<file path="src/mabr_pkg.sv">
package mabr_pkg;

  // Default row capacity and the fixed field widths
  localparam int MAX_ROW_PIXELS_DEF = 1024;
  localparam int QUEUE_DEPTH        = 4;
  localparam int ROW_WIDTH_W        = 11;
  localparam int CFG_DATA_W         = 16;
  localparam int PIXEL_W            = 32;

  // Row width after reset
  localparam logic [ROW_WIDTH_W-1:0] ROW_WIDTH_RESET = 11'd1024;

  // 255.0 in unsigned 8.8
  localparam logic [15:0] WEIGHT_MAX = 16'd65280;

  typedef enum logic [0:0] {
    CMD_PIXEL = 1'b0,
    CMD_DRAIN = 1'b1
  } cmd_t;

  typedef enum logic [0:0] {
    REG_ROW_WIDTH    = 1'b0,
    REG_BLEND_WEIGHT = 1'b1
  } cfg_reg_t;

  // One blend job: source and mirror pixel, clamped weight, end of row
  typedef struct packed {
    logic [PIXEL_W-1:0] src;
    logic [PIXEL_W-1:0] mir;
    logic [15:0]        weight;
    logic               last;
  } mabr_job_t;

endpackage

</file>
<file path="src/mabr_queue.sv">
module mabr_queue import mabr_pkg::*; #(
  parameter int DEPTH = QUEUE_DEPTH
) (
  input  logic      clk,
  input  logic      rst,
  input  logic      push,
  input  mabr_job_t job_in,
  input  logic      pop,
  output logic      job_valid,
  output mabr_job_t job_out
);

  localparam int PTR_W = (DEPTH > 1) ? $clog2(DEPTH) : 1;
  localparam int CNT_W = $clog2(DEPTH + 1);

  mabr_job_t        entries [DEPTH];
  logic [PTR_W-1:0] wr_ptr, rd_ptr;
  logic [CNT_W-1:0] count;

  assign job_valid = (count != '0);
  assign job_out   = entries[rd_ptr];

  // Pointers wrap at DEPTH; the front never pushes into a full queue
  always_ff @(posedge clk) begin
    if (rst) begin
      wr_ptr <= '0;
      rd_ptr <= '0;
      count  <= '0;
    end else begin
      if (push) begin
        wr_ptr <= (wr_ptr == PTR_W'(DEPTH - 1)) ? '0 : wr_ptr + PTR_W'(1);
      end
      if (pop) begin
        rd_ptr <= (rd_ptr == PTR_W'(DEPTH - 1)) ? '0 : rd_ptr + PTR_W'(1);
      end
      count <= count + CNT_W'(push) - CNT_W'(pop);
    end
  end

  always_ff @(posedge clk) begin
    if (push) begin
      entries[wr_ptr] <= job_in;
    end
  end

endmodule

</file>
<file path="config.mk">
export PLATFORM = sky130hd
export DESIGN_NAME = mabr_queue
export DESIGN_NICKNAME = d
export VERILOG_FILES = /design/src/mabr_pkg.sv /design/src/mabr_queue.sv
export SDC_FILE = /design/constraint.sdc
export NUM_CORES = 1
export LEC_CHECK = 0
export BUFFER_PORTS_ARGS = -buffer_cell sky130_fd_sc_hd__buf_2
export CELL_PAD_IN_SITES_DETAIL_PLACEMENT = 1
export CELL_PAD_IN_SITES_GLOBAL_PLACEMENT = 1
export CORE_MARGIN = 5
export CORE_UTILIZATION = 45
export CTS_CLUSTER_DIAMETER = 100
export CTS_CLUSTER_SIZE = 30
export DETAILED_ROUTE_END_ITERATION = 8
export GPL_TIMING_DRIVEN = 0
export PLACE_DENSITY_LB_ADDON = 0.1
export SLEW_MARGIN = 15
export SYNTH_ARGS = -nofsm -noshare
export SYNTH_HDL_FRONTEND = slang
export SYNTH_SLANG_ARGS = --single-unit
</file>
<file path="constraint.sdc">
create_clock -name clk -period 6.4 [get_ports clk]
set_input_delay 0.96 -clock clk [delete_from_list [all_inputs] [get_ports clk]]
set_output_delay 0.96 -clock clk [all_outputs]
set_load 0.05 [all_outputs]
</file>
==> impl_metrics.env <==
export IMPL_synth_compound_area_share=0.000820
export IMPL_start_util=0.456
export IMPL_synthArstFlopShare=0
export IMPL_crit_required_ps=5440
export IMPL_synth_common_cells="edfxtp_1 (324), mux4_2 (81), dfxtp_1 (9), buf_12 (8), buf_2 (8)"
export IMPL_ys_flop_type="edfxtp_1"
export IMPL_min_path_type="flip-flop to flip-flop"
export IMPL_yosysTopAreaCell="edfxtp_1"
export IMPL_cts_hold_buf=0
export IMPL_vdd_ir_drop_max_mv=0.229
export IMPL_fmax_mhz=300
export IMPL_min_to="wr_ptr[0]"
export IMPL_drtIter0Drc=283
export IMPL_min_path_cells=2
export IMPL_synthTopCellsByArea="edfxtp_1 (80%), mux4_2 (15%), dfxtp_1 (1.5%)"
export IMPL_detailedPlacementHpwl_um=14300
export IMPL_die_h_um=175
export IMPL_setup_worst_path_class="flip-flop to output port"
export IMPL_grt_ovfl_total=0
export IMPL_status="complete, no violations"
export IMPL_synth_top_family_by_area="multiplexers"
export IMPL_whs_ps=545
export IMPL_coreArea_sq_um=26800
export IMPL_route_detailed_drc=0
export IMPL_routabilityCongestion=0.679
export IMPL_clock_latency_ps=490
export IMPL_cts_root_buf="clkbuf_16"
export IMPL_post_cts_resized=0
export IMPL_power_density_nw_per_um2=301
export IMPL_synth_top_area_share=0.797
export IMPL_grt_antenna_before_repair=3
export IMPL_route_detailed_wl_per_inst_um=22.3
export IMPL_final_core_util=0.523
export IMPL_reg2regPathDepth=4
export IMPL_max_cap_violations=0
export IMPL_area_growth_pct=14.8
export IMPL_slew_headroom=0.509
export IMPL_crit_path_end_kind="output port"
export IMPL_finalHoldViolations=0
export IMPL_rrSetupSlack_ps=4510
export IMPL_die_w_um=175
export IMPL_cts_made_buffers=15
export IMPL_port_buffers=166
export IMPL_syn_area_per_cell_sq_um=26.3
export IMPL_io_pins=167
export IMPL_via_per_inst=5.25
export IMPL_grt_pass1_wl_um=34800
export IMPL_path_clk_slew_ps=110
export IMPL_synth_nets=557
export IMPL_grt_max_degree=44
export IMPL_synth_most_common_cell="edfxtp_1"
export IMPL_post_cts_buffers=0
export IMPL_setup_viol=0
export IMPL_hp_start="wr_ptr[0]"
export IMPL_die_area_sq_um=30500
export IMPL_diodes=0
export IMPL_leakagePower_nw=4.66
export IMPL_vias=5238
export IMPL_worst_slew_pin_transition_ps=737
export IMPL_cts_sinks=333
export IMPL_clock_path_buffers=3
export IMPL_synth_cell_types=19
export IMPL_cp_start_kind="flip-flop"
export IMPL_report_final_slew_viol_count=0
export IMPL_crit_fanout=10
export IMPL_drive_gt1_frac=0.443
export IMPL_final_setup_tns_ps=0
export IMPL_ys_ff_latch=333
export IMPL_seq_area_sq_um=9910
export IMPL_finalClockSkew_ps=27.3
export IMPL_r2r_start="wr_ptr[1]"
export IMPL_synth_edf_count=324
export IMPL_rows=60
export IMPL_multiInputGateArea_sq_um=2080
export IMPL_cp_arrival_ps=2380
export IMPL_r2r_end="entries[0][24]"
export IMPL_synth_xor_area_share=0.00184
export IMPL_netlist_area_sq_um=12200
export IMPL_fillers=2349
export IMPL_grt_usage=0.147
export IMPL_nNetsFinal=744
export IMPL_min_period_ps=3340
export IMPL_ant_nets=0
export IMPL_post_synth_and_or_nand_nor_area_fraction=0.00676
export IMPL_yosys_warnings=0
export IMPL_synth_cells=464
export IMPL_synth_seq_area_share=0.812
export IMPL_grt_pass1_vias=6025
export IMPL_cts_tree="done"
export IMPL_first_pass_iters=4
export IMPL_wirelength_um=22300
export IMPL_fin_crit_sh=0.522
export IMPL_yosys_area_share_adder=0.00881
export IMPL_ctsHtreeMaxLevel=1
export IMPL_rsz0062_at_grt="no"
export IMPL_synthMuxAreaShare=0.151
[layout by cell type (no fill, tap or decap), types with 4 or more instances in the layout]
cell,Yosys,final
nor2_1,4,4
and2_4,0,4
buf_16,0,4
buf_12,8,8
edfxtp_1,324,324
buf_2,8,174
inv_1,5,5
dfxtp_1,9,9
ha_1,7,7
mux4_2,81,81
clkbuf_16,0,15
clkbuf_1,1,6
[sequential cells by signal, summed over array words and instances (netlist names), named ones only]
name / flops
rd_ptr: 2
count: 3
wr_ptr: 2
entries: 324
[how the worst max path moves through the flow]
stage,from,endpoint,slack [ps],depth (start not counted)
after detailed placement,flip-flop,job_out[51],3530,4
after global placement,push,entries[1][14],1300,2
after floorplan,push,entries[0][0],3110,1
final,flip-flop,job_out[51],3060,4
after global routing,flip-flop,job_out[51],2890,4
after CTS,flip-flop,job_out[51],2960,4
[critical path, cell delays in order (launching register included)]
cell      delay, ps
dfxtp_1         320
clkbuf_1        500
buf_2           430
mux4_2          380
buf_2           230
[metal layers]
metal / part of all wire / up-vias / GRT usage / wire, um
li1: - / 2339 / - / -
met1: 0.41 / 2753 / 0.190 / 9130
met2: 0.52 / 117 / 0.260 / 11600
met3: 0.056 / 23 / 0.0333 / 1250
met4: 0.012 / 6 / 0.0265 / 267
met5: 0.0024 / - / 0 / 53
[layout make-up]
type / count / area share
Sequential cell: 333 / 0.707
Multi-Input combinational cell: 108 / 0.148
Timing Repair Buffer: 170 / 0.0671
Tap cell: 341 / 0.0304
Clock buffer: 20 / 0.0281
Buffer: 18 / 0.0153
Clock inverter: 3 / 0.00277
Inverter: 5 / 0.00134
[power breakdown]
| part | switching, mW | internal [mW] |
|---|---|---|
| registers | 0.0215 | 2.49 |
| logic | 0.431 | 0.205 |
| clock network | 0.621 | 0.449 |
| total | 1.07 | 3.14 |
[through the flow]
stage	instance area (sq um)	setup slack [ps]	power (mW)	instances
final	14000	3060	4.21	998
after global routing	14000	2890	4.41	998
after CTS	14000	2960	4.28	998
after detailed placement	13600	3530	3.21	975
after global placement	13500	1300	3.19	971
after floorplan	12200	3110	3.03	464
[cell families after synthesis]
family,Yosys count
adder cells (fa/ha/maj),8
multiplexers,83
flip-flops,333
AO/OA/AOI/OAI,2
buffers and inverters,23
XOR/XNOR,1
AND/OR/NAND/NOR,14
(Power assumes the default switching activity.)
