File: config.mk
export PLATFORM = sky130hd
export DESIGN_NAME = mabr_back
export DESIGN_NICKNAME = d
export VERILOG_FILES = /design/src/mabr_pkg.sv /design/src/mabr_back.sv
export SDC_FILE = /design/constraint.sdc
export NUM_CORES = 1
export LEC_CHECK = 0
export BUFFER_PORTS_ARGS = -buffer_cell sky130_fd_sc_hd__buf_4
export CAP_MARGIN = 20
export CORE_MARGIN = 8
export CORE_UTILIZATION = 31
export CTS_CLUSTER_DIAMETER = 60
export DETAILED_ROUTE_END_ITERATION = 16
export PLACE_DENSITY_LB_ADDON = 0.3
export RECOVER_POWER = 50
export SYNTH_ARGS = -nofsm -noshare
export SYNTH_HDL_FRONTEND = slang
export SYNTH_SLANG_ARGS = --single-unit
File: constraint.sdc
create_clock -name clk -period 7.9 [get_ports clk]
set_input_delay 0.395 -clock clk [delete_from_list [all_inputs] [get_ports clk]]
set_output_delay 0.395 -clock clk [all_outputs]
set_load 0.05 [all_outputs]
File: src/mabr_pkg.sv
package mabr_pkg;

  // Default row capacity and the fixed field widths
  localparam int MAX_ROW_PIXELS_DEF = 1024;
  localparam int QUEUE_DEPTH        = 4;
  localparam int ROW_WIDTH_W        = 11;
  localparam int CFG_DATA_W         = 16;
  localparam int PIXEL_W            = 32;

  // Row width after reset
  localparam logic [ROW_WIDTH_W-1:0] ROW_WIDTH_RESET = 11'd1024;

  // 255.0 in unsigned 8.8
  localparam logic [15:0] WEIGHT_MAX = 16'd65280;

  typedef enum logic [0:0] {
    CMD_PIXEL = 1'b0,
    CMD_DRAIN = 1'b1
  } cmd_t;

  typedef enum logic [0:0] {
    REG_ROW_WIDTH    = 1'b0,
    REG_BLEND_WEIGHT = 1'b1
  } cfg_reg_t;

  // One blend job: source and mirror pixel, clamped weight, end of row
  typedef struct packed {
    logic [PIXEL_W-1:0] src;
    logic [PIXEL_W-1:0] mir;
    logic [15:0]        weight;
    logic               last;
  } mabr_job_t;

endpackage

File: src/mabr_back.sv
module mabr_back import mabr_pkg::*; (
  input  logic               clk,
  input  logic               rst,
  input  logic               job_valid,
  input  mabr_job_t          job,
  output logic               take,
  output logic               out_valid,
  input  logic               out_ready,
  output logic [PIXEL_W-1:0] pixel_out,
  output logic               row_end
);

  logic        a_valid;
  logic [23:0] a_num [3];
  logic [7:0]  a_alpha;
  logic        a_last;

  logic               out_adv, a_ready;
  logic [23:0]        num [3];
  logic [7:0]         src_b [3];
  logic [7:0]         mir_b [3];
  logic signed [8:0]  diff [3];
  logic signed [25:0] prod [3];
  logic [25:0]        base [3];
  logic [15:0]        quo [3];
  logic [15:0]        est_sum [3];
  logic [7:0]         est [3];
  logic [15:0]        rem [3];
  logic [7:0]         res_b [3];

  // Stage flow control
  assign out_adv = !out_valid || out_ready;
  assign a_ready = !a_valid || out_adv;
  assign take    = job_valid && a_ready;

  // Stage A: num = s*65280 + w*(m - s), one small multiply per lane
  always_comb begin
    for (int k = 0; k < 3; k++) begin
      src_b[k] = job.src[8*k +: 8];
      mir_b[k] = job.mir[8*k +: 8];
      diff[k]  = $signed({1'b0, mir_b[k]}) - $signed({1'b0, src_b[k]});
      prod[k]  = $signed({1'b0, job.weight}) * diff[k];
      base[k]  = {2'b00, src_b[k], 16'h0000} - {10'h000, src_b[k], 8'h00};
      num[k]   = 24'(base[k] + $unsigned(prod[k]));
    end
  end

  // Stage B: divide by 65280 as >>8 then /255 with one correction step
  always_comb begin
    for (int k = 0; k < 3; k++) begin
      quo[k]     = a_num[k][23:8];
      est_sum[k] = quo[k] + {8'h00, quo[k][15:8]};
      est[k]     = est_sum[k][15:8];
      rem[k]     = quo[k] - ({est[k], 8'h00} - {8'h00, est[k]});
      res_b[k]   = (rem[k] >= 16'd255) ? est[k] + 8'd1 : est[k];
    end
  end

  always_ff @(posedge clk) begin
    if (rst) begin
      a_valid   <= 1'b0;
      out_valid <= 1'b0;
    end else begin
      if (a_ready) begin
        a_valid <= job_valid;
      end
      if (out_adv) begin
        out_valid <= a_valid;
      end
    end
  end

  always_ff @(posedge clk) begin
    if (take) begin
      a_num   <= num;
      a_alpha <= job.mir[31:24];
      a_last  <= job.last;
    end
    if (out_adv && a_valid) begin
      pixel_out <= {a_alpha, res_b[2], res_b[1], res_b[0]};
      row_end   <= a_last;
    end
  end

endmodule

==> run_results.csv <==
group,metric,value,unit
critical_path,slowest_stage,"fa_1",
clock_tree,postCtsSetupRepairBufs,0,
yosys,synth_area,22300,µm²
sta,timing.hold.ws,175.8,ps
finish,instances_no_fill,3490,
clock_tree,ctsHoldBuffers,0,
worst_hold_path,hp-class,"primary input to flop",
detailed_routing,drc,0,
yosys,yosys_warnings,0,
detailed_routing,vias,15840,
yosys,syn_inst,2453,
sta,rsz0062_at_grt,"false",
critical_path,r2r-start,"a_num[21]",
yosys,synthSimpleGateAreaFrac,0.1514,
critical_path,reg2reg_depth,21,
yosys,syn_area_per_cell,9.092,µm²
placement,dp_hpwl,43890,µm
global_route,overflow,0,
critical_path,endpoint,"a_num[71]",
critical_path,cp.arrival,7240,ps
yosys,synth.distinct_cells,75,
clock_tree,cts_tree,"done",
clock_tree,htreeDepth,3,
flow_run,cap_violations,2,
sta,maxSlewViolCount,93,
critical_path,cpLargestDelayFamily,"adder cells",
finish,finalNetCount,3280,
detailed_routing,drtIter0Drc,582,
worst_hold_path,whs_path_depth,2,
critical_path,cp_num_cells,30,
yosys,yosysSeqAreaShare,0.1230,
finish,regArea,2743,µm²
critical_path,startpoint,"job[51]",
global_route,grt_pass1_vias,16400,
finish,filler_cell_count,7509,
yosys,ys_ff_latch,92,
critical_path,crit_type,"primary input to flop",
placement,place.gp.congestion,0.8198,
detailed_routing,dr.pass1.iters,5,
critical_path,cp-start-kind,"primary input",
sta,setup-tns-final,0,ps
sta,finalClockSkew,11.90,ps
clock_tree,worst_skew_pair.late_latency,390,ps
yosys,synth_fa_ha_area_frac,0.4884,
clock_tree,numCtsBuffers,9,
sta,worst_pin_slew,3550,ps
finish,areaGrowthSynthToFinish,9.879,%
floorplanning,core,71360,µm²
critical_path,crit_fanout,4,
finish,final_area,24510,µm²
critical_path,rr_endpoint,"pixel_out[22]",
yosys,synth_mux_area_frac,0.002356,
yosys,synth-edff-count,90,
detailed_routing,wl_per_cell,15.39,µm
floorplanning,std_cell_rows,98,
detailed_routing,via_per_inst,4.539,
yosys,async_flop_share,0,
yosys,ys.flop_type,"edfxtp_1",
yosys,synthXorXnorAreaFrac,0.05593,
sta,setup_viol,0,
floorplanning,num_io_pins,120,
status,status,"finished with violations",
global_route,track_usage,0.1343,
detailed_routing,ant_nets,0,
global_route,antenna_found_initial,2,
clock_tree,cts_sinks,92,
global_route,grt_max_degree,59,
yosys,synth_compound_area_frac,0.06939,
critical_path,critical-path-max-stage-delay,520,ps
sta,hold_viol,0,
clock_tree,clkSlewWorstSetupHoldPaths,70,ps
floorplanning,die_area,80790,µm²
yosys,synth_nets,3198,
critical_path,critPathBufInv,5,
finish,multiInputGateArea,17140,µm²
floorplanning,start_util,0.3125,
clock_tree,clk_path_buf_depth,2,
global_route,grt_pass1_wl,87060,µm
finish,drive_gt1_frac,0.06302,
detailed_routing,drt-total-wl,53700,µm
sta,fmax,140.5,MHz
floorplanning,dieWidth,284.2,µm
critical_path,required,8030,ps
yosys,synth_top_family_by_area,"adder cells",
critical_path,end_kind,"flop",
clock_tree,cts_resized,0,
sta,timing.final.crit_period,7118,ps
clock_tree,cts-root-buf,"clkbuf_16",
sta,maxSlewHeadroom,-1.367,
sta,fin_crit_sh,0.9011,
status,failed_checks,"capacitance limit, slew limit",
critical_path,r2r_slack,2420,ps
floorplanning,die_h,284.2,µm
placement,io_buffers,111,
placement,place_area,24310,µm²
placement,placed_cells_incl_taps,3474,
==> worst register-to-register path: stages, from the launching register on <==
cell and delay (ps):
edfxtp_1 480, ha_1 350, a2111oi_0 380, nand2_1 130, o2111a_1 280, and3_1 220, and2_1 170, ha_1 400
inv_1 90, ha_1 280, inv_1 40, ha_1 360, a2111oi_0 430, nand2_1 120, o211a_1 240, o31ai_1 310
a21oi_1 130, mux2i_1 140, and2_1 150, nand4_2 230, nand4_1 200, xnor2_1 90
==> kinds of logic (layout without fill, tap and decap cells) <==
logic type                 Yosys count  after routing
muxes                                5              5
DFF                                 92             92
adders and majority gates          660            660
buffers and inverters              649            735
xor gates and xnor gates           136            136
and+or+nand+nor                    677            677
AOI/OAI and AO/OA                  234            234
other                                0              1
==> how the worst min path moves through the flow <==
stage / from / endpoint / slack, ps
2_1_floorplan: a_alpha[0] / pixel_out[24] / 400
3_3_place_gp: a_last / row_end / 400
3_5_place_dp: a_alpha[6] / pixel_out[30] / 410
4_1_cts: rst / out_valid / 140
5_1_grt: rst / a_valid / 150
6_report: rst / a_valid / 180
==> layout by cell type (no fill, tap or decap), types with 5 or more instances in the layout <==
| master | synthesis | layout |
|---|---|---|
| a2111oi_0 | 5 | 5 |
| a211oi_1 | 5 | 5 |
| a21o_1 | 29 | 29 |
| a21oi_1 | 63 | 63 |
| a31oi_1 | 5 | 5 |
| and2_1 | 73 | 73 |
| and3_1 | 11 | 11 |
| buf_4 | 0 | 99 |
| clkbuf_1 | 68 | 37 |
| clkbuf_16 | 0 | 9 |
| clkbuf_4 | 0 | 9 |
| edfxtp_1 | 90 | 90 |
| fa_1 | 351 | 351 |
| ha_1 | 309 | 309 |
| inv_1 | 576 | 576 |
| nand2_1 | 276 | 276 |
| nand2b_1 | 71 | 71 |
| nand3_1 | 18 | 18 |
| nand4_1 | 16 | 16 |
| nor2_1 | 83 | 83 |
| nor2b_1 | 56 | 55 |
| nor3_1 | 17 | 17 |
| o21a_1 | 15 | 15 |
| o21ai_0 | 45 | 45 |
| o21ai_1 | 6 | 6 |
| o21bai_1 | 5 | 5 |
| o221ai_1 | 5 | 5 |
| o31ai_1 | 6 | 6 |
| or2_2 | 26 | 26 |
| xnor2_1 | 98 | 98 |
| xor2_1 | 34 | 34 |
==> final cells by class <==
cell class | instances | area share
timing repair buffer | 144 | 0.03860
clock inverter | 5 | 0.004135
sequential | 92 | 0.1119
tap | 950 | 0.04850
multi-input combinational | 1712 | 0.6992
clock buffer | 10 | 0.009343
inverter | 576 | 0.08822
antenna | 1 | 0.0001021
==> registers in the layout, indices dropped and copies added, names as in the netlist <==
| register | cells |
|---|---|
| pixel_out | 32 |
| a_valid | 1 |
| row_end | 1 |
| a_last | 1 |
| out_valid | 1 |
| a_num | 48 |
| a_alpha | 8 |
==> synth_stat cells, types with 4 or more instances <==
cell type  instances  area share
inv_1            576       0.097
fa_1             351        0.32
ha_1             309        0.17
nand2_1          276       0.046
xnor2_1           98       0.038
edfxtp_1          90        0.12
nor2_1            83       0.014
and2_1            73       0.020
nand2b_1          71       0.020
clkbuf_1          68       0.011
a21oi_1           63       0.014
nor2b_1           56       0.016
o21ai_0           45       0.010
xor2_1            34       0.013
a21o_1            29      0.0098
or2_2             26      0.0073
nand3_1           18      0.0040
nor3_1            17      0.0038
nand4_1           16      0.0045
o21a_1            15      0.0050
and3_1            11      0.0031
o21ai_1            6      0.0013
o31ai_1            6      0.0020
a2111oi_0          5      0.0020
a211oi_1           5      0.0017
a31oi_1            5      0.0014
o21bai_1           5      0.0017
o221ai_1           5      0.0020
a211o_1            4      0.0016
a21boi_0           4      0.0013
a21boi_1           4      0.0013
nor3b_1            4      0.0013
o2111a_1           4      0.0020
==> through the flow <==
stage | util | setup WS, ps
after global placement | 0.3406 | 413.4
after detailed placement | 0.3406 | 396.2
after global routing | 0.3434 | 214.9
after floorplan | - | 730.2
final | 0.3434 | 781.7
after CTS | 0.3453 | 801.4
==> metal layers <==
metal  global-route usage  wire length [µm]  vias up
li1                     -                 -     7776
met1               0.1747             24340     7787
met4              0.03684              1023        0
met5                    0                 0        -
met3              0.01923              2087       49
met2               0.2315             26250      228
Power is left out: the tool's default activity adds up to more than one toggle a clock period on the data nets, which glitch-free logic cannot reach.
